### src/rtl/itg_pkg.sv
// Shared constants, register indexes and control structs of the tile grid generator.
// No dependencies; the design files and interfaces refer to it by scoped names.
`default_nettype none

package itg_pkg;

    // Default sizes for the top-level parameters.
    localparam int MAX_TILES_DEF  = 6;
    localparam int COORD_BITS_DEF = 16;

    // Fixed field widths.
    localparam int COUNT_W    = 3;
    localparam int LABEL_W    = 6;
    localparam int CFG_IDX_W  = 8;
    localparam int CFG_DATA_W = 3;

    // Register indexes of the configuration port.
    localparam logic [CFG_IDX_W-1:0] REG_TILES_ACROSS   = CFG_IDX_W'(0);
    localparam logic [CFG_IDX_W-1:0] REG_TILES_DOWN     = CFG_IDX_W'(1);
    localparam logic [CFG_IDX_W-1:0] REG_OVERLAP_ENABLE = CFG_IDX_W'(2);
    localparam logic [CFG_IDX_W-1:0] REG_SQUARE_MODE    = CFG_IDX_W'(3);

    // Register reset values.
    localparam logic [COUNT_W-1:0] TILES_ACROSS_RST   = COUNT_W'(3);
    localparam logic [COUNT_W-1:0] TILES_DOWN_RST     = COUNT_W'(3);
    localparam logic               OVERLAP_ENABLE_RST = 1'b0;
    localparam logic               SQUARE_MODE_RST    = 1'b0;

    // Commands from the controller to the datapath.
    typedef struct packed {
        logic load;
        logic div_start;
        logic div_axis_y;
        logic build_step;
        logic emit_init;
        logic emit_step;
    } t_dp_cmd;

    // Status from the datapath to the controller.
    typedef struct packed {
        logic frame_zero;
        logic div_done;
        logic build_last;
        logic out_free;
        logic emit_last;
    } t_dp_status;

    // A count of zero acts as one, a count above the maximum acts as the maximum.
    function automatic logic [COUNT_W-1:0] clamp_count(input logic [COUNT_W-1:0] c,
                                                       input logic [COUNT_W-1:0] max_c);
        if (c == COUNT_W'(0)) begin
            return COUNT_W'(1);
        end
        if (c > max_c) begin
            return max_c;
        end
        return c;
    endfunction

endpackage

`default_nettype wire

### src/rtl/itg_interfaces.sv
// Valid/ready channel interfaces: frame sizes in, rectangles out, register writes.
// Depends on itg_pkg for default and field widths.
`default_nettype none

interface itg_frame_if #(
    parameter int COORD_BITS = itg_pkg::COORD_BITS_DEF
);
    logic                  valid;
    logic                  ready;
    logic [COORD_BITS-1:0] frame_width;
    logic [COORD_BITS-1:0] frame_height;

    modport source (output valid, output frame_width, output frame_height, input ready);
    modport sink   (input valid, input frame_width, input frame_height, output ready);
endinterface

interface itg_rect_if #(
    parameter int COORD_BITS = itg_pkg::COORD_BITS_DEF
);
    logic                         valid;
    logic                         ready;
    logic [itg_pkg::LABEL_W-1:0]  tile_label;
    logic signed [COORD_BITS:0]   rect_left;
    logic signed [COORD_BITS:0]   rect_top;
    logic signed [COORD_BITS:0]   rect_right;
    logic signed [COORD_BITS:0]   rect_bottom;
    logic                         shifted_tile;
    logic                         last_rect;

    modport source (output valid, output tile_label, output rect_left, output rect_top,
                    output rect_right, output rect_bottom, output shifted_tile,
                    output last_rect, input ready);
    modport sink   (input valid, input tile_label, input rect_left, input rect_top,
                    input rect_right, input rect_bottom, input shifted_tile,
                    input last_rect, output ready);
endinterface

interface itg_cfg_if;
    logic                           valid;
    logic                           ready;
    logic [itg_pkg::CFG_IDX_W-1:0]  reg_index;
    logic [itg_pkg::CFG_DATA_W-1:0] reg_data;

    modport source (output valid, output reg_index, output reg_data, input ready);
    modport sink   (input valid, input reg_index, input reg_data, output ready);
endinterface

`default_nettype wire

### src/rtl/image_tile_grid_generator.sv
// An accepted frame reaches its first rectangle through the serial divider and the table
// build, once per axis. Then one rectangle beat per cycle while the sink is ready; the next
// frame is taken the cycle after the last rectangle enters the output register.
// Empty frames go from the start state straight back to idle, which frees the input.
// Reset (synchronous, active low) loads the register defaults and empties the output.
`default_nettype none

module image_tile_grid_generator #(
    parameter int MAX_TILES_PER_AXIS = itg_pkg::MAX_TILES_DEF,
    parameter int COORD_BITS         = itg_pkg::COORD_BITS_DEF
) (
    input  logic        i_clk,
    input  logic        i_rst_n,
    itg_frame_if.sink   i_frame,
    itg_rect_if.source  o_rect,
    itg_cfg_if.sink     i_cfg
);

    itg_pkg::t_dp_cmd    dp_cmd;
    itg_pkg::t_dp_status dp_status;
    logic                in_ready;
    logic                cfg_ready;
    logic                out_valid;
    logic [itg_pkg::LABEL_W-1:0] out_label;
    logic [COORD_BITS:0] out_left, out_top, out_right, out_bottom;
    logic                out_shifted, out_last;

    // Sequencing.
    itg_controller u_controller (
        .i_clk      (i_clk),
        .i_rst_n    (i_rst_n),
        .i_in_valid (i_frame.valid),
        .o_in_ready (in_ready),
        .i_status   (dp_status),
        .o_cmd      (dp_cmd)
    );

    // Arithmetic, tables and the output register.
    itg_datapath #(
        .MAX_TILES_PER_AXIS (MAX_TILES_PER_AXIS),
        .COORD_BITS         (COORD_BITS)
    ) u_datapath (
        .i_clk          (i_clk),
        .i_rst_n        (i_rst_n),
        .i_frame_width  (i_frame.frame_width),
        .i_frame_height (i_frame.frame_height),
        .i_cfg_valid    (i_cfg.valid),
        .o_cfg_ready    (cfg_ready),
        .i_cfg_index    (i_cfg.reg_index),
        .i_cfg_data     (i_cfg.reg_data),
        .i_out_ready    (o_rect.ready),
        .o_out_valid    (out_valid),
        .o_tile_label   (out_label),
        .o_rect_left    (out_left),
        .o_rect_top     (out_top),
        .o_rect_right   (out_right),
        .o_rect_bottom  (out_bottom),
        .o_shifted_tile (out_shifted),
        .o_last_rect    (out_last),
        .i_cmd          (dp_cmd),
        .o_status       (dp_status)
    );

    // Channel outputs.
    assign i_frame.ready       = in_ready;
    assign i_cfg.ready         = cfg_ready;
    assign o_rect.valid        = out_valid;
    assign o_rect.tile_label   = out_label;
    assign o_rect.rect_left    = out_left;
    assign o_rect.rect_top     = out_top;
    assign o_rect.rect_right   = out_right;
    assign o_rect.rect_bottom  = out_bottom;
    assign o_rect.shifted_tile = out_shifted;
    assign o_rect.last_rect    = out_last;

endmodule

`default_nettype wire

### src/rtl/itg_divider.sv
// Bit-serial restoring divider of a frame side by a small tile count.
// Depends on itg_pkg; one quotient bit per cycle.
`default_nettype none

module itg_divider #(
    parameter int NUM_W = itg_pkg::COORD_BITS_DEF
) (
    input  logic                        i_clk,
    input  logic                        i_rst_n,
    input  logic                        i_start,
    input  logic [NUM_W-1:0]            i_dividend,
    input  logic [itg_pkg::COUNT_W-1:0] i_divisor,
    output logic                        o_done,
    output logic [NUM_W-1:0]            o_quotient,
    output logic [itg_pkg::COUNT_W-1:0] o_remainder
);

    localparam int CW     = itg_pkg::COUNT_W;
    localparam int STEP_W = (NUM_W > 1) ? $clog2(NUM_W) : 1;

    logic              r_busy;
    logic              r_done;
    logic [STEP_W-1:0] r_step;
    logic [NUM_W-1:0]  r_quo;
    logic [CW-1:0]     r_rem;
    logic [CW-1:0]     r_div;

    logic [CW:0] rem_shift;
    logic        fits;
    logic [CW:0] rem_next;

    // One restoring step: bring down the next dividend bit and try the subtract.
    always_comb begin
        rem_shift = {r_rem, r_quo[NUM_W-1]};
        fits      = rem_shift >= {1'b0, r_div};
        rem_next  = fits ? (rem_shift - {1'b0, r_div}) : rem_shift;
    end

    // Sequencing of the division.
    always_ff @(posedge i_clk) begin
        if (!i_rst_n) begin
            r_busy <= 1'b0;
            r_done <= 1'b0;
            r_step <= '0;
        end else begin
            r_done <= 1'b0;
            if (i_start) begin
                r_busy <= 1'b1;
                r_step <= STEP_W'(NUM_W - 1);
            end else if (r_busy) begin
                r_step <= r_step - STEP_W'(1);
                if (r_step == STEP_W'(0)) begin
                    r_busy <= 1'b0;
                    r_done <= 1'b1;
                end
            end
        end
    end

    // Quotient bits shift in where the dividend bits shift out.
    always_ff @(posedge i_clk) begin
        if (i_start) begin
            r_quo <= i_dividend;
            r_rem <= '0;
            r_div <= i_divisor;
        end else if (r_busy) begin
            r_quo <= {r_quo[NUM_W-2:0], fits};
            r_rem <= rem_next[CW-1:0];
        end
    end

    assign o_done      = r_done;
    assign o_quotient  = r_quo;
    assign o_remainder = r_rem;

endmodule

`default_nettype wire

### src/rtl/itg_controller.sv
// Sequencing state machine of the tile grid generator.
// Depends on itg_pkg for the command and status structs.
`default_nettype none

module itg_controller (
    input  logic                i_clk,
    input  logic                i_rst_n,
    input  logic                i_in_valid,
    output logic                o_in_ready,
    input  itg_pkg::t_dp_status i_status,
    output itg_pkg::t_dp_cmd    o_cmd
);

    localparam logic [2:0] S_IDLE    = 3'd0;
    localparam logic [2:0] S_START   = 3'd1;
    localparam logic [2:0] S_DIV_X   = 3'd2;
    localparam logic [2:0] S_BUILD_X = 3'd3;
    localparam logic [2:0] S_DIV_Y   = 3'd4;
    localparam logic [2:0] S_BUILD_Y = 3'd5;
    localparam logic [2:0] S_EMIT    = 3'd6;

    logic [2:0] r_state;
    logic [2:0] n_state;

    // Next state and commands.
    always_comb begin
        n_state = r_state;
        o_cmd   = '0;
        case (r_state)
            S_IDLE: begin
                if (i_in_valid) begin
                    o_cmd.load = 1'b1;
                    n_state    = S_START;
                end
            end
            S_START: begin
                if (i_status.frame_zero) begin
                    n_state = S_IDLE;
                end else begin
                    o_cmd.div_start  = 1'b1;
                    o_cmd.div_axis_y = 1'b0;
                    n_state          = S_DIV_X;
                end
            end
            S_DIV_X: begin
                if (i_status.div_done) begin
                    n_state = S_BUILD_X;
                end
            end
            S_BUILD_X: begin
                o_cmd.build_step = 1'b1;
                if (i_status.build_last) begin
                    o_cmd.div_start  = 1'b1;
                    o_cmd.div_axis_y = 1'b1;
                    n_state          = S_DIV_Y;
                end
            end
            S_DIV_Y: begin
                if (i_status.div_done) begin
                    n_state = S_BUILD_Y;
                end
            end
            S_BUILD_Y: begin
                o_cmd.build_step = 1'b1;
                if (i_status.build_last) begin
                    o_cmd.emit_init = 1'b1;
                    n_state         = S_EMIT;
                end
            end
            S_EMIT: begin
                if (i_status.out_free) begin
                    o_cmd.emit_step = 1'b1;
                    if (i_status.emit_last) begin
                        n_state = S_IDLE;
                    end
                end
            end
            default: begin
                n_state = S_IDLE;
            end
        endcase
    end

    // State register.
    always_ff @(posedge i_clk) begin
        if (!i_rst_n) begin
            r_state <= S_IDLE;
        end else begin
            r_state <= n_state;
        end
    end

    assign o_in_ready = (r_state == S_IDLE);

endmodule

`default_nettype wire

### src/rtl/itg_datapath.sv
// Datapath: configuration registers, axis tables, divider and rectangle output register.
// Depends on itg_pkg and instantiates itg_divider.
`default_nettype none

module itg_datapath #(
    parameter int MAX_TILES_PER_AXIS = itg_pkg::MAX_TILES_DEF,
    parameter int COORD_BITS         = itg_pkg::COORD_BITS_DEF
) (
    input  logic                           i_clk,
    input  logic                           i_rst_n,
    input  logic [COORD_BITS-1:0]          i_frame_width,
    input  logic [COORD_BITS-1:0]          i_frame_height,
    input  logic                           i_cfg_valid,
    output logic                           o_cfg_ready,
    input  logic [itg_pkg::CFG_IDX_W-1:0]  i_cfg_index,
    input  logic [itg_pkg::CFG_DATA_W-1:0] i_cfg_data,
    input  logic                           i_out_ready,
    output logic                           o_out_valid,
    output logic [itg_pkg::LABEL_W-1:0]    o_tile_label,
    output logic [COORD_BITS:0]            o_rect_left,
    output logic [COORD_BITS:0]            o_rect_top,
    output logic [COORD_BITS:0]            o_rect_right,
    output logic [COORD_BITS:0]            o_rect_bottom,
    output logic                           o_shifted_tile,
    output logic                           o_last_rect,
    input  itg_pkg::t_dp_cmd               i_cmd,
    output itg_pkg::t_dp_status            o_status
);

    localparam int CW    = itg_pkg::COUNT_W;
    localparam int LW    = itg_pkg::LABEL_W;
    localparam int CNT_W = $clog2(MAX_TILES_PER_AXIS + 1);
    localparam int IDX_W = (MAX_TILES_PER_AXIS > 1) ? $clog2(MAX_TILES_PER_AXIS) : 1;
    localparam int ACC_W = COORD_BITS + CNT_W;
    localparam int OUT_W = COORD_BITS + 1;
    localparam logic [CW-1:0]    MAX_COUNT = CW'(MAX_TILES_PER_AXIS);
    localparam logic [CNT_W-1:0] MAX_CNT   = CNT_W'(MAX_TILES_PER_AXIS);

    // Configuration registers.
    logic [CW-1:0] r_tiles_across;
    logic [CW-1:0] r_tiles_down;
    logic          r_overlap_enable;
    logic          r_square_mode;

    // Frame captured at accept.
    logic [COORD_BITS-1:0] r_len_x, r_len_y;
    logic [COORD_BITS-1:0] r_num_x, r_num_y;
    logic [CW-1:0]         r_den_x, r_den_y;
    logic                  r_square, r_ovl, r_zero;

    // Division results per axis.
    logic                  r_axis;
    logic [COORD_BITS-1:0] r_q_x, r_q_y;
    logic [CW-1:0]         r_r_x, r_r_y;

    // Table build.
    logic [ACC_W-1:0] r_acc_q;
    logic [CW-1:0]    r_acc_r;
    logic [CNT_W-1:0] r_bi;
    logic [CNT_W-1:0] r_n_x, r_n_y;
    logic [COORD_BITS-1:0] r_start_x [MAX_TILES_PER_AXIS];
    logic [COORD_BITS-1:0] r_start_y [MAX_TILES_PER_AXIS];
    logic [OUT_W-1:0]      r_stop_x  [MAX_TILES_PER_AXIS];
    logic [OUT_W-1:0]      r_stop_y  [MAX_TILES_PER_AXIS];

    // Emission walk and output register.
    logic [IDX_W-1:0] r_ex, r_ey;
    logic             r_phase;
    logic [LW-1:0]    r_label;
    logic             r_out_valid;
    logic [LW-1:0]    r_out_label;
    logic [OUT_W-1:0] r_out_left, r_out_top, r_out_right, r_out_bottom;
    logic             r_out_shifted, r_out_last;

    logic [CW-1:0]         tx, ty;
    logic                  div_done;
    logic [COORD_BITS-1:0] div_q;
    logic [CW-1:0]         div_r;

    logic [COORD_BITS-1:0] b_q, b_len;
    logic [CW-1:0]         b_r, b_den;
    logic                  acc_lt_len, carry, in_range;
    logic [CW:0]           rem_sum, rem_fix;
    logic [ACC_W-1:0]      n_acc_q, acc_m1;
    logic [CNT_W-1:0]      bi_m1;

    logic [OUT_W-1:0] t_x, t_y, ls_x, ls_y, wi_x, hi_y, off_x, off_y;
    logic             shift_any, has_shift;
    logic [CNT_W-1:0] nxm1, nym1, x_lim, y_lim;
    logic             x_at_lim, y_at_lim, x_is_end, y_is_end, phase_end, emit_last;
    logic [OUT_W-1:0] base_left, base_top, base_right, base_bottom;

    // Register writes; the port is always ready.
    always_ff @(posedge i_clk) begin
        if (!i_rst_n) begin
            r_tiles_across   <= itg_pkg::TILES_ACROSS_RST;
            r_tiles_down     <= itg_pkg::TILES_DOWN_RST;
            r_overlap_enable <= itg_pkg::OVERLAP_ENABLE_RST;
            r_square_mode    <= itg_pkg::SQUARE_MODE_RST;
        end else if (i_cfg_valid) begin
            case (i_cfg_index)
                itg_pkg::REG_TILES_ACROSS:   r_tiles_across   <= i_cfg_data;
                itg_pkg::REG_TILES_DOWN:     r_tiles_down     <= i_cfg_data;
                itg_pkg::REG_OVERLAP_ENABLE: r_overlap_enable <= i_cfg_data[0];
                itg_pkg::REG_SQUARE_MODE:    r_square_mode    <= i_cfg_data[0];
                default: begin
                end
            endcase
        end
    end

    assign o_cfg_ready = 1'b1;

    // Capture the frame and pick the numerator and divisor of each axis.
    assign tx = itg_pkg::clamp_count(r_tiles_across, MAX_COUNT);
    assign ty = itg_pkg::clamp_count(r_tiles_down, MAX_COUNT);

    always_ff @(posedge i_clk) begin
        if (i_cmd.load) begin
            r_len_x  <= i_frame_width;
            r_len_y  <= i_frame_height;
            r_square <= r_square_mode;
            r_ovl    <= r_overlap_enable;
            r_zero   <= (i_frame_width == '0) || (i_frame_height == '0);
            if (!r_square_mode) begin
                r_num_x <= i_frame_width;
                r_den_x <= tx;
                r_num_y <= i_frame_height;
                r_den_y <= ty;
            end else if (i_frame_width > i_frame_height) begin
                r_num_x <= i_frame_width;
                r_den_x <= tx;
                r_num_y <= i_frame_width;
                r_den_y <= tx;
            end else begin
                r_num_x <= i_frame_height;
                r_den_x <= ty;
                r_num_y <= i_frame_height;
                r_den_y <= ty;
            end
        end
    end

    // Shared divider gives the whole and fractional part of the tile size.
    itg_divider #(
        .NUM_W (COORD_BITS)
    ) u_divider (
        .i_clk       (i_clk),
        .i_rst_n     (i_rst_n),
        .i_start     (i_cmd.div_start),
        .i_dividend  (i_cmd.div_axis_y ? r_num_y : r_num_x),
        .i_divisor   (i_cmd.div_axis_y ? r_den_y : r_den_x),
        .o_done      (div_done),
        .o_quotient  (div_q),
        .o_remainder (div_r)
    );

    always_ff @(posedge i_clk) begin
        if (!i_rst_n) begin
            r_axis <= 1'b0;
        end else if (i_cmd.div_start) begin
            r_axis <= i_cmd.div_axis_y;
        end
    end

    // Step of the build: the start accumulates the tile size as quotient plus remainder.
    always_comb begin
        b_q        = r_axis ? r_q_y : r_q_x;
        b_r        = r_axis ? r_r_y : r_r_x;
        b_den      = r_axis ? r_den_y : r_den_x;
        b_len      = r_axis ? r_len_y : r_len_x;
        acc_lt_len = r_acc_q < ACC_W'(b_len);
        rem_sum    = {1'b0, r_acc_r} + {1'b0, b_r};
        carry      = rem_sum >= {1'b0, b_den};
        rem_fix    = carry ? (rem_sum - {1'b0, b_den}) : rem_sum;
        n_acc_q    = r_acc_q + ACC_W'(b_q) + ACC_W'(carry);
        acc_m1     = r_acc_q - ACC_W'(1);
        bi_m1      = r_bi - CNT_W'(1);
        in_range   = r_bi < MAX_CNT;
    end

    always_ff @(posedge i_clk) begin
        if (div_done) begin
            if (r_axis) begin
                r_q_y <= div_q;
                r_r_y <= div_r;
                r_n_y <= '0;
            end else begin
                r_q_x <= div_q;
                r_r_x <= div_r;
                r_n_x <= '0;
            end
            r_acc_q <= '0;
            r_acc_r <= '0;
            r_bi    <= '0;
        end else if (i_cmd.build_step) begin
            r_acc_q <= n_acc_q;
            r_acc_r <= rem_fix[CW-1:0];
            r_bi    <= r_bi + CNT_W'(1);
            if (in_range) begin
                if (r_axis) begin
                    r_start_y[r_bi[IDX_W-1:0]] <= r_acc_q[COORD_BITS-1:0];
                    if (acc_lt_len) begin
                        r_n_y <= r_n_y + CNT_W'(1);
                    end
                end else begin
                    r_start_x[r_bi[IDX_W-1:0]] <= r_acc_q[COORD_BITS-1:0];
                    if (acc_lt_len) begin
                        r_n_x <= r_n_x + CNT_W'(1);
                    end
                end
            end
            // The stop of the previous tile is one before this start.
            if (r_bi != '0) begin
                if (r_axis) begin
                    r_stop_y[bi_m1[IDX_W-1:0]] <= acc_m1[OUT_W-1:0];
                end else begin
                    r_stop_x[bi_m1[IDX_W-1:0]] <= acc_m1[OUT_W-1:0];
                end
            end
        end
    end

    // Square mode last start: length minus tile size, truncated toward zero.
    always_comb begin
        t_x  = OUT_W'(r_len_x) - OUT_W'(r_q_x);
        t_y  = OUT_W'(r_len_y) - OUT_W'(r_q_y);
        ls_x = (!t_x[OUT_W-1] && (t_x != '0) && (r_r_x != '0)) ? (t_x - OUT_W'(1)) : t_x;
        ls_y = (!t_y[OUT_W-1] && (t_y != '0) && (r_r_y != '0)) ? (t_y - OUT_W'(1)) : t_y;
        wi_x = OUT_W'(r_q_x >> 1);
        hi_y = OUT_W'(r_q_y >> 1);
        shift_any = (r_q_x[COORD_BITS-1:1] != '0) || (r_q_y[COORD_BITS-1:1] != '0);
        has_shift = r_ovl && shift_any && (r_n_x > CNT_W'(1)) && (r_n_y > CNT_W'(1));
    end

    // Current rectangle of the walk.
    always_comb begin
        nxm1      = r_n_x - CNT_W'(1);
        nym1      = r_n_y - CNT_W'(1);
        x_lim     = r_phase ? (r_n_x - CNT_W'(2)) : nxm1;
        y_lim     = r_phase ? (r_n_y - CNT_W'(2)) : nym1;
        x_at_lim  = CNT_W'(r_ex) == x_lim;
        y_at_lim  = CNT_W'(r_ey) == y_lim;
        x_is_end  = CNT_W'(r_ex) == nxm1;
        y_is_end  = CNT_W'(r_ey) == nym1;
        phase_end = x_at_lim && y_at_lim;
        emit_last = phase_end && (r_phase || !has_shift);

        base_left   = (r_square && x_is_end) ? ls_x : OUT_W'(r_start_x[r_ex]);
        base_top    = (r_square && y_is_end) ? ls_y : OUT_W'(r_start_y[r_ey]);
        base_right  = x_is_end ? (OUT_W'(r_len_x) - OUT_W'(1)) : r_stop_x[r_ex];
        base_bottom = y_is_end ? (OUT_W'(r_len_y) - OUT_W'(1)) : r_stop_y[r_ey];
        off_x       = r_phase ? wi_x : '0;
        off_y       = r_phase ? hi_y : '0;
    end

    // Walk order: x outer, y inner, primary grid then shifted grid.
    always_ff @(posedge i_clk) begin
        if (i_cmd.emit_init) begin
            r_ex    <= '0;
            r_ey    <= '0;
            r_phase <= 1'b0;
            r_label <= LW'(1);
        end else if (i_cmd.emit_step) begin
            r_label <= r_label + LW'(1);
            if (y_at_lim) begin
                r_ey <= '0;
                if (x_at_lim) begin
                    r_ex    <= '0;
                    r_phase <= 1'b1;
                end else begin
                    r_ex <= r_ex + IDX_W'(1);
                end
            end else begin
                r_ey <= r_ey + IDX_W'(1);
            end
        end
    end

    // Output register: holds the beat until the sink takes it.
    always_ff @(posedge i_clk) begin
        if (!i_rst_n) begin
            r_out_valid <= 1'b0;
        end else if (i_cmd.emit_step) begin
            r_out_valid <= 1'b1;
        end else if (i_out_ready) begin
            r_out_valid <= 1'b0;
        end
    end

    always_ff @(posedge i_clk) begin
        if (i_cmd.emit_step) begin
            r_out_label   <= r_label;
            r_out_left    <= base_left + off_x;
            r_out_top     <= base_top + off_y;
            r_out_right   <= base_right + off_x;
            r_out_bottom  <= base_bottom + off_y;
            r_out_shifted <= r_phase;
            r_out_last    <= emit_last;
        end
    end

    assign o_out_valid    = r_out_valid;
    assign o_tile_label   = r_out_label;
    assign o_rect_left    = r_out_left;
    assign o_rect_top     = r_out_top;
    assign o_rect_right   = r_out_right;
    assign o_rect_bottom  = r_out_bottom;
    assign o_shifted_tile = r_out_shifted;
    assign o_last_rect    = r_out_last;

    // Status towards the controller.
    always_comb begin
        o_status.frame_zero = r_zero;
        o_status.div_done   = div_done;
        o_status.build_last = (r_bi == MAX_CNT);
        o_status.out_free   = !r_out_valid || i_out_ready;
        o_status.emit_last  = emit_last;
    end

endmodule

`default_nettype wire

### src/flat_wrapper.sv
// flat-port wrapper written by rule: the top's interface ports become plain ports
module image_tile_grid_generator_flat 
#(
    parameter int MAX_TILES_PER_AXIS = itg_pkg::MAX_TILES_DEF,
    parameter int COORD_BITS         = itg_pkg::COORD_BITS_DEF
)
  (i_clk, i_rst_n, i_frame_valid, i_frame_frame_width, i_frame_frame_height, i_frame_ready, o_rect_valid, o_rect_tile_label, o_rect_rect_left, o_rect_rect_top, o_rect_rect_right, o_rect_rect_bottom, o_rect_shifted_tile, o_rect_last_rect, o_rect_ready, i_cfg_valid, i_cfg_reg_index, i_cfg_reg_data, i_cfg_ready);
  itg_frame_if #(.COORD_BITS(COORD_BITS)) i_frame_i ();
  itg_rect_if #(.COORD_BITS(COORD_BITS)) o_rect_i ();
  itg_cfg_if i_cfg_i ();
  input  logic i_clk;
  input  logic i_rst_n;
  input wire logic [$bits(i_frame_i.valid)-1:0] i_frame_valid;
  input wire logic [$bits(i_frame_i.frame_width)-1:0] i_frame_frame_width;
  input wire logic [$bits(i_frame_i.frame_height)-1:0] i_frame_frame_height;
  output wire logic [$bits(i_frame_i.ready)-1:0] i_frame_ready;
  output wire logic [$bits(o_rect_i.valid)-1:0] o_rect_valid;
  output wire logic [$bits(o_rect_i.tile_label)-1:0] o_rect_tile_label;
  output wire logic [$bits(o_rect_i.rect_left)-1:0] o_rect_rect_left;
  output wire logic [$bits(o_rect_i.rect_top)-1:0] o_rect_rect_top;
  output wire logic [$bits(o_rect_i.rect_right)-1:0] o_rect_rect_right;
  output wire logic [$bits(o_rect_i.rect_bottom)-1:0] o_rect_rect_bottom;
  output wire logic [$bits(o_rect_i.shifted_tile)-1:0] o_rect_shifted_tile;
  output wire logic [$bits(o_rect_i.last_rect)-1:0] o_rect_last_rect;
  input wire logic [$bits(o_rect_i.ready)-1:0] o_rect_ready;
  input wire logic [$bits(i_cfg_i.valid)-1:0] i_cfg_valid;
  input wire logic [$bits(i_cfg_i.reg_index)-1:0] i_cfg_reg_index;
  input wire logic [$bits(i_cfg_i.reg_data)-1:0] i_cfg_reg_data;
  output wire logic [$bits(i_cfg_i.ready)-1:0] i_cfg_ready;
  assign i_frame_i.valid = i_frame_valid;
  assign i_frame_i.frame_width = i_frame_frame_width;
  assign i_frame_i.frame_height = i_frame_frame_height;
  assign i_frame_ready = i_frame_i.ready;
  assign o_rect_valid = o_rect_i.valid;
  assign o_rect_tile_label = o_rect_i.tile_label;
  assign o_rect_rect_left = o_rect_i.rect_left;
  assign o_rect_rect_top = o_rect_i.rect_top;
  assign o_rect_rect_right = o_rect_i.rect_right;
  assign o_rect_rect_bottom = o_rect_i.rect_bottom;
  assign o_rect_shifted_tile = o_rect_i.shifted_tile;
  assign o_rect_last_rect = o_rect_i.last_rect;
  assign o_rect_i.ready = o_rect_ready;
  assign i_cfg_i.valid = i_cfg_valid;
  assign i_cfg_i.reg_index = i_cfg_reg_index;
  assign i_cfg_i.reg_data = i_cfg_reg_data;
  assign i_cfg_ready = i_cfg_i.ready;
  image_tile_grid_generator #(.MAX_TILES_PER_AXIS(MAX_TILES_PER_AXIS), .COORD_BITS(COORD_BITS)) u_core (.i_clk(i_clk), .i_rst_n(i_rst_n), .i_frame(i_frame_i), .o_rect(o_rect_i), .i_cfg(i_cfg_i));
endmodule
### config.mk
export PLATFORM = sky130hd
export DESIGN_NAME = image_tile_grid_generator_flat
export DESIGN_NICKNAME = d
export VERILOG_FILES = /design/src/rtl/itg_pkg.sv /design/src/rtl/itg_interfaces.sv /design/src/rtl/image_tile_grid_generator.sv /design/src/rtl/itg_divider.sv /design/src/rtl/itg_controller.sv /design/src/rtl/itg_datapath.sv /design/src/flat_wrapper.sv
export SDC_FILE = /design/constraint.sdc
export NUM_CORES = 1
export LEC_CHECK = 0
export ABC_AREA = 1
export BUFFER_PORTS_ARGS = -buffer_cell sky130_fd_sc_hd__buf_2
export CAP_MARGIN = 40
export CORE_MARGIN = 5
export CORE_UTILIZATION = 40
export CTS_BUF_LIST = sky130_fd_sc_hd__clkbuf_8 sky130_fd_sc_hd__clkbuf_16
export DETAILED_ROUTE_END_ITERATION = 7
export MAX_ROUTING_LAYER = met4
export PLACE_DENSITY_LB_ADDON = 0.3
export SYNTH_ARGS = -nofsm -noshare
export SYNTH_HDL_FRONTEND = slang
export SYNTH_SLANG_ARGS = --single-unit
### constraint.sdc
create_clock -name i_clk -period 9.9 [get_ports i_clk]
set_input_delay 1.98 -clock i_clk [delete_from_list [all_inputs] [get_ports i_clk]]
set_output_delay 1.98 -clock i_clk [all_outputs]
set_load 0.005 [all_outputs]
==> flow_summary.toml <==
[grt]
antenna_found_initial = 3
grt_max_degree = 70
overflow = 0
grt_use_total_pct = 22.4
grt_pass1_vias = 25700
grt_pass1_wl_um = 157000

[setup_path]
slowest_delay_ps = 480
crit_path_top_delay_cell = "edfxtp_1"
critPathLaunch = "u_core.u_datapath.r_q_x[0]$_DFFE_PP_"
cpLargestDelayFamily = "simple AND/OR/NAND/NOR gates"
cp_max_fo = 11
rrSetupSlack_ps = 4300
startpoint_type = "register"
r2r_cells = 29
r2r_end = "u_core.u_datapath.o_rect_left[16]$_DFFE_PP_"
r2r-start = "u_core.u_datapath.r_q_x[0]$_DFFE_PP_"
cp.arrival_ps = 5980
cpMostUsedCell = "nand2_1"
worstSetupEndpointType = "register"
crit_type = "reg -> reg"
critical_path_required_ps = 10280
crit_buf_inv = 4

[synthesis]
yosysUniqueCellTypes = 67
synth_area_mm2 = 0.0354
async_flop_share_pct = 0
ys_ff_latch = 674
netlist_instances = 3693
synth-main-ff-cell = "edfxtp_1"
syn_nets = 3926
yosysWarnings = 0
seq_area_frac_synth_pct = 55.4
syn_avg_cell_area_um2 = 9.58
synth_edf_count = 608

[min_path]
hold_end = "u_core.u_datapath.o_tile_label[5]$_DFFE_PP_"
hp-class = "reg -> reg"
hp-start = "u_core.u_datapath.r_label[5]$_SDFFE_PP0P_"
worstHoldPathCells = 0

[die]
start_util_pct = 40.1
core_mm2 = 0.0881
die-area_mm2 = 0.0945
fp.dieH_um = 307
fp.dieW_um = 307
rows = 109
io_pins = 127

[timing]
final_hold_viol_count = 0
grt_setup_unrepaired = "no"
timing.setup.tns_ps = 0
hold_slack_ps = 440
finalSetupViolations = 0
slew_headroom_pct = 35.1
worst_pin_slew_ps = 970
finClkSkew_ps = 37.2
min_period_ps = 5600
period_share_pct = 56.5
clock.fmax_mhz = 179
slew_violations = 0

[power_and_ir_drop]
ir_drop_uv = 176
p_leak_nw = 16.6
power_density_mw_per_mm2 = 286

[routing]
vias = 27400
dr.pass1.iters = 6
drt_iter0_markers = 2839
viasPerCell = 5.41
drc = 0
wire_per_inst_um = 20.8
ant_nets = 0
wirelength_um = 106000

[place]
placed_cell_area_mm2 = 0.0376
gp_congestion = 0.956
dp_hpwl_um = 76200
port_buffers = 125

[clock_tree]
post_cts_resized = 0
clk_pin_slew_ps = 70
h-tree-depth = 3
cts_setup_buffers = 0
cts_tree = "built"
root_buffer = "clkbuf_16"
cts.path.max_buffers = 3
clkLatencyLatePin_ps = 640
cts_buffers = 72
hold_buffers = 0
cts_sinks = 674

[final_layout]
nets = 4081
final_cell_area_mm2 = 0.0401
synthToLayoutAreaGrowth_pct = 13.2
drive_gt1_share_pct = 9.60
n_fill_cell = 8394
diodes = 0

[run_status]
status = "completed"

[job]
cap_violations = 0
-- synth_stat cells (4+ instances only) --
master    count  area share (%)
a211oi_1      4           0.085
a21boi_0     12            0.25
a21o_1        6            0.13
a21oi_1     276             3.9
a221oi_1      7            0.17
a22oi_1      12            0.25
a31oi_1      11            0.19
a32o_1       17            0.48
a32oi_1      14            0.35
and2_1        5           0.088
buf_1        12            0.13
buf_6         4            0.13
clkbuf_1    104             1.1
clkinv_1      6           0.064
dfxtp_1      66             3.7
edfxtp_1    608              52
fa_1         11            0.62
ha_1        174             6.2
inv_1       394             4.2
mux2i_1       8            0.23
nand2_1     884             9.4
nand2_2      18            0.32
nand3_1     139             2.0
nand3_2       4            0.11
nand3b_1      9            0.19
nand4_1      28            0.50
nor2_1      276             2.9
nor2_2        9            0.16
nor3_1       37            0.52
nor4_1       19            0.34
o211ai_1     30            0.64
o21ai_0     248             3.5
o21ai_1      11            0.16
o21bai_1     12            0.25
o221ai_1     12            0.30
o22ai_1      30            0.53
o31ai_1       6            0.13
xnor2_1      42             1.0
xor2_1       86             2.1
-- worst max-delay path by stage --
stage / depth (start not counted) / to
after CTS: 32 / u_core.u_datapath.o_rect_left[16]$_DFFE_PP_
after detailed placement: 32 / u_core.u_datapath.o_rect_left[16]$_DFFE_PP_
after global placement: 29 / u_core.u_datapath.o_rect_left[16]$_DFFE_PP_
after global routing: 32 / u_core.u_datapath.o_rect_left[16]$_DFFE_PP_
final: 29 / u_core.u_datapath.o_rect_left[16]$_DFFE_PP_
after floorplan: 2 / u_core.u_datapath.r_den_x[0]$_DFFE_PP_
-- cells by family after synthesis --
family                   Yosys count  synth area share [%]
AO/OA/AOI/OAI                    728                  11.8
AND/OR/NAND/NOR                 1444                  16.9
XOR/XNOR                         128                  3.17
adder cells (fa/ha/maj)          185                  6.78
other                              1                0.0106
flip-flops                       674                  55.4
buffers and inverters            524                  5.66
multiplexers                       9                 0.258
-- layout by cell type (no fill, tap or decap), types with 17 or more instances in the layout --
cell / n
nor3_1: 36
nand2_1: 884
xnor2_1: 42
buf_4: 66
o22ai_1: 30
ha_1: 174
edfxtp_1: 608
o21ai_0: 248
nor2_1: 274
nor4_1: 19
inv_1: 402
buf_2: 125
xor2_1: 86
clkbuf_16: 72
nand4_1: 28
nand2_2: 18
nand3_1: 139
a32o_1: 17
dfxtp_1: 63
o211ai_1: 30
a21oi_1: 276
-- sequential cells by signal (all words and copies together) (netlist names), 17 cells and up, named ones only --
name	cells
u_core.u_datapath.o_rect_top	17
u_core.u_datapath.o_rect_left	17
u_core.u_datapath.r_stop_y	102
u_core.u_datapath.o_rect_bottom	17
u_core.u_datapath.r_stop_x	102
u_core.u_datapath.r_start_y	96
u_core.u_datapath.r_start_x	96
u_core.u_datapath.o_rect_right	17
u_core.u_datapath.r_acc_q	19
-- report_power, final --
group | switching (mW) | total (mW) | internal [mW]
combinational | 3.13 | 4.61 | 1.48
clock | 1.20 | 2.72 | 1.52
sequential | 0.299 | 4.14 | 3.84
total | 4.62 | 11.5 | 6.84
-- worst register-to-register path, delay by kind of cell, from the launching register on --
kind,cells,cell delay [ps]
compound gates,6,1250
xor+xnor,1,230
fa+ha+maj,4,1280
buf+inv,4,520
flops,1,480
simple gates,14,1590
-- per-layer routing --
| metal | track usage (%) | routed length (um) | vias up |
|---|---|---|---|
| li1 | - | - | 13000 |
| met4 | 6.80 | 3410 | 0 |
| met2 | 35.6 | 49400 | 1021 |
| met3 | 2.65 | 7200 | 202 |
| met1 | 30.4 | 45600 | 13200 |
| met5 | - | 0 | - |
-- per-stage QoR --
stage          setup slack (ps)  utilization [%]  total power [mW]  instances
4_1_cts                    4320             45.4              11.5       5069
3_5_place_dp               4360             42.7              8.74       4938
6_report                   4300             45.5              11.5       5070
5_1_grt                    3800             45.5              12.1       5070
2_1_floorplan              2340                -              7.11       3693
3_3_place_gp               4440             42.4              8.62       4917
-- final cells by class --
| type | count | area [um2] | area share [%] |
|---|---|---|---|
| inverters | 403 | 1510 | 3.78 |
| flip-flops and latches | 674 | 19600 | 48.9 |
| multi-input cells | 2495 | 13800 | 34.5 |
| clock buffers | 73 | 1820 | 4.53 |
| clock inverters | 58 | 583 | 1.46 |
| repair buffers | 202 | 1300 | 3.24 |
| well taps | 1165 | 1460 | 3.64 |
No activity file was read; power rests on OpenSTA's default activity.
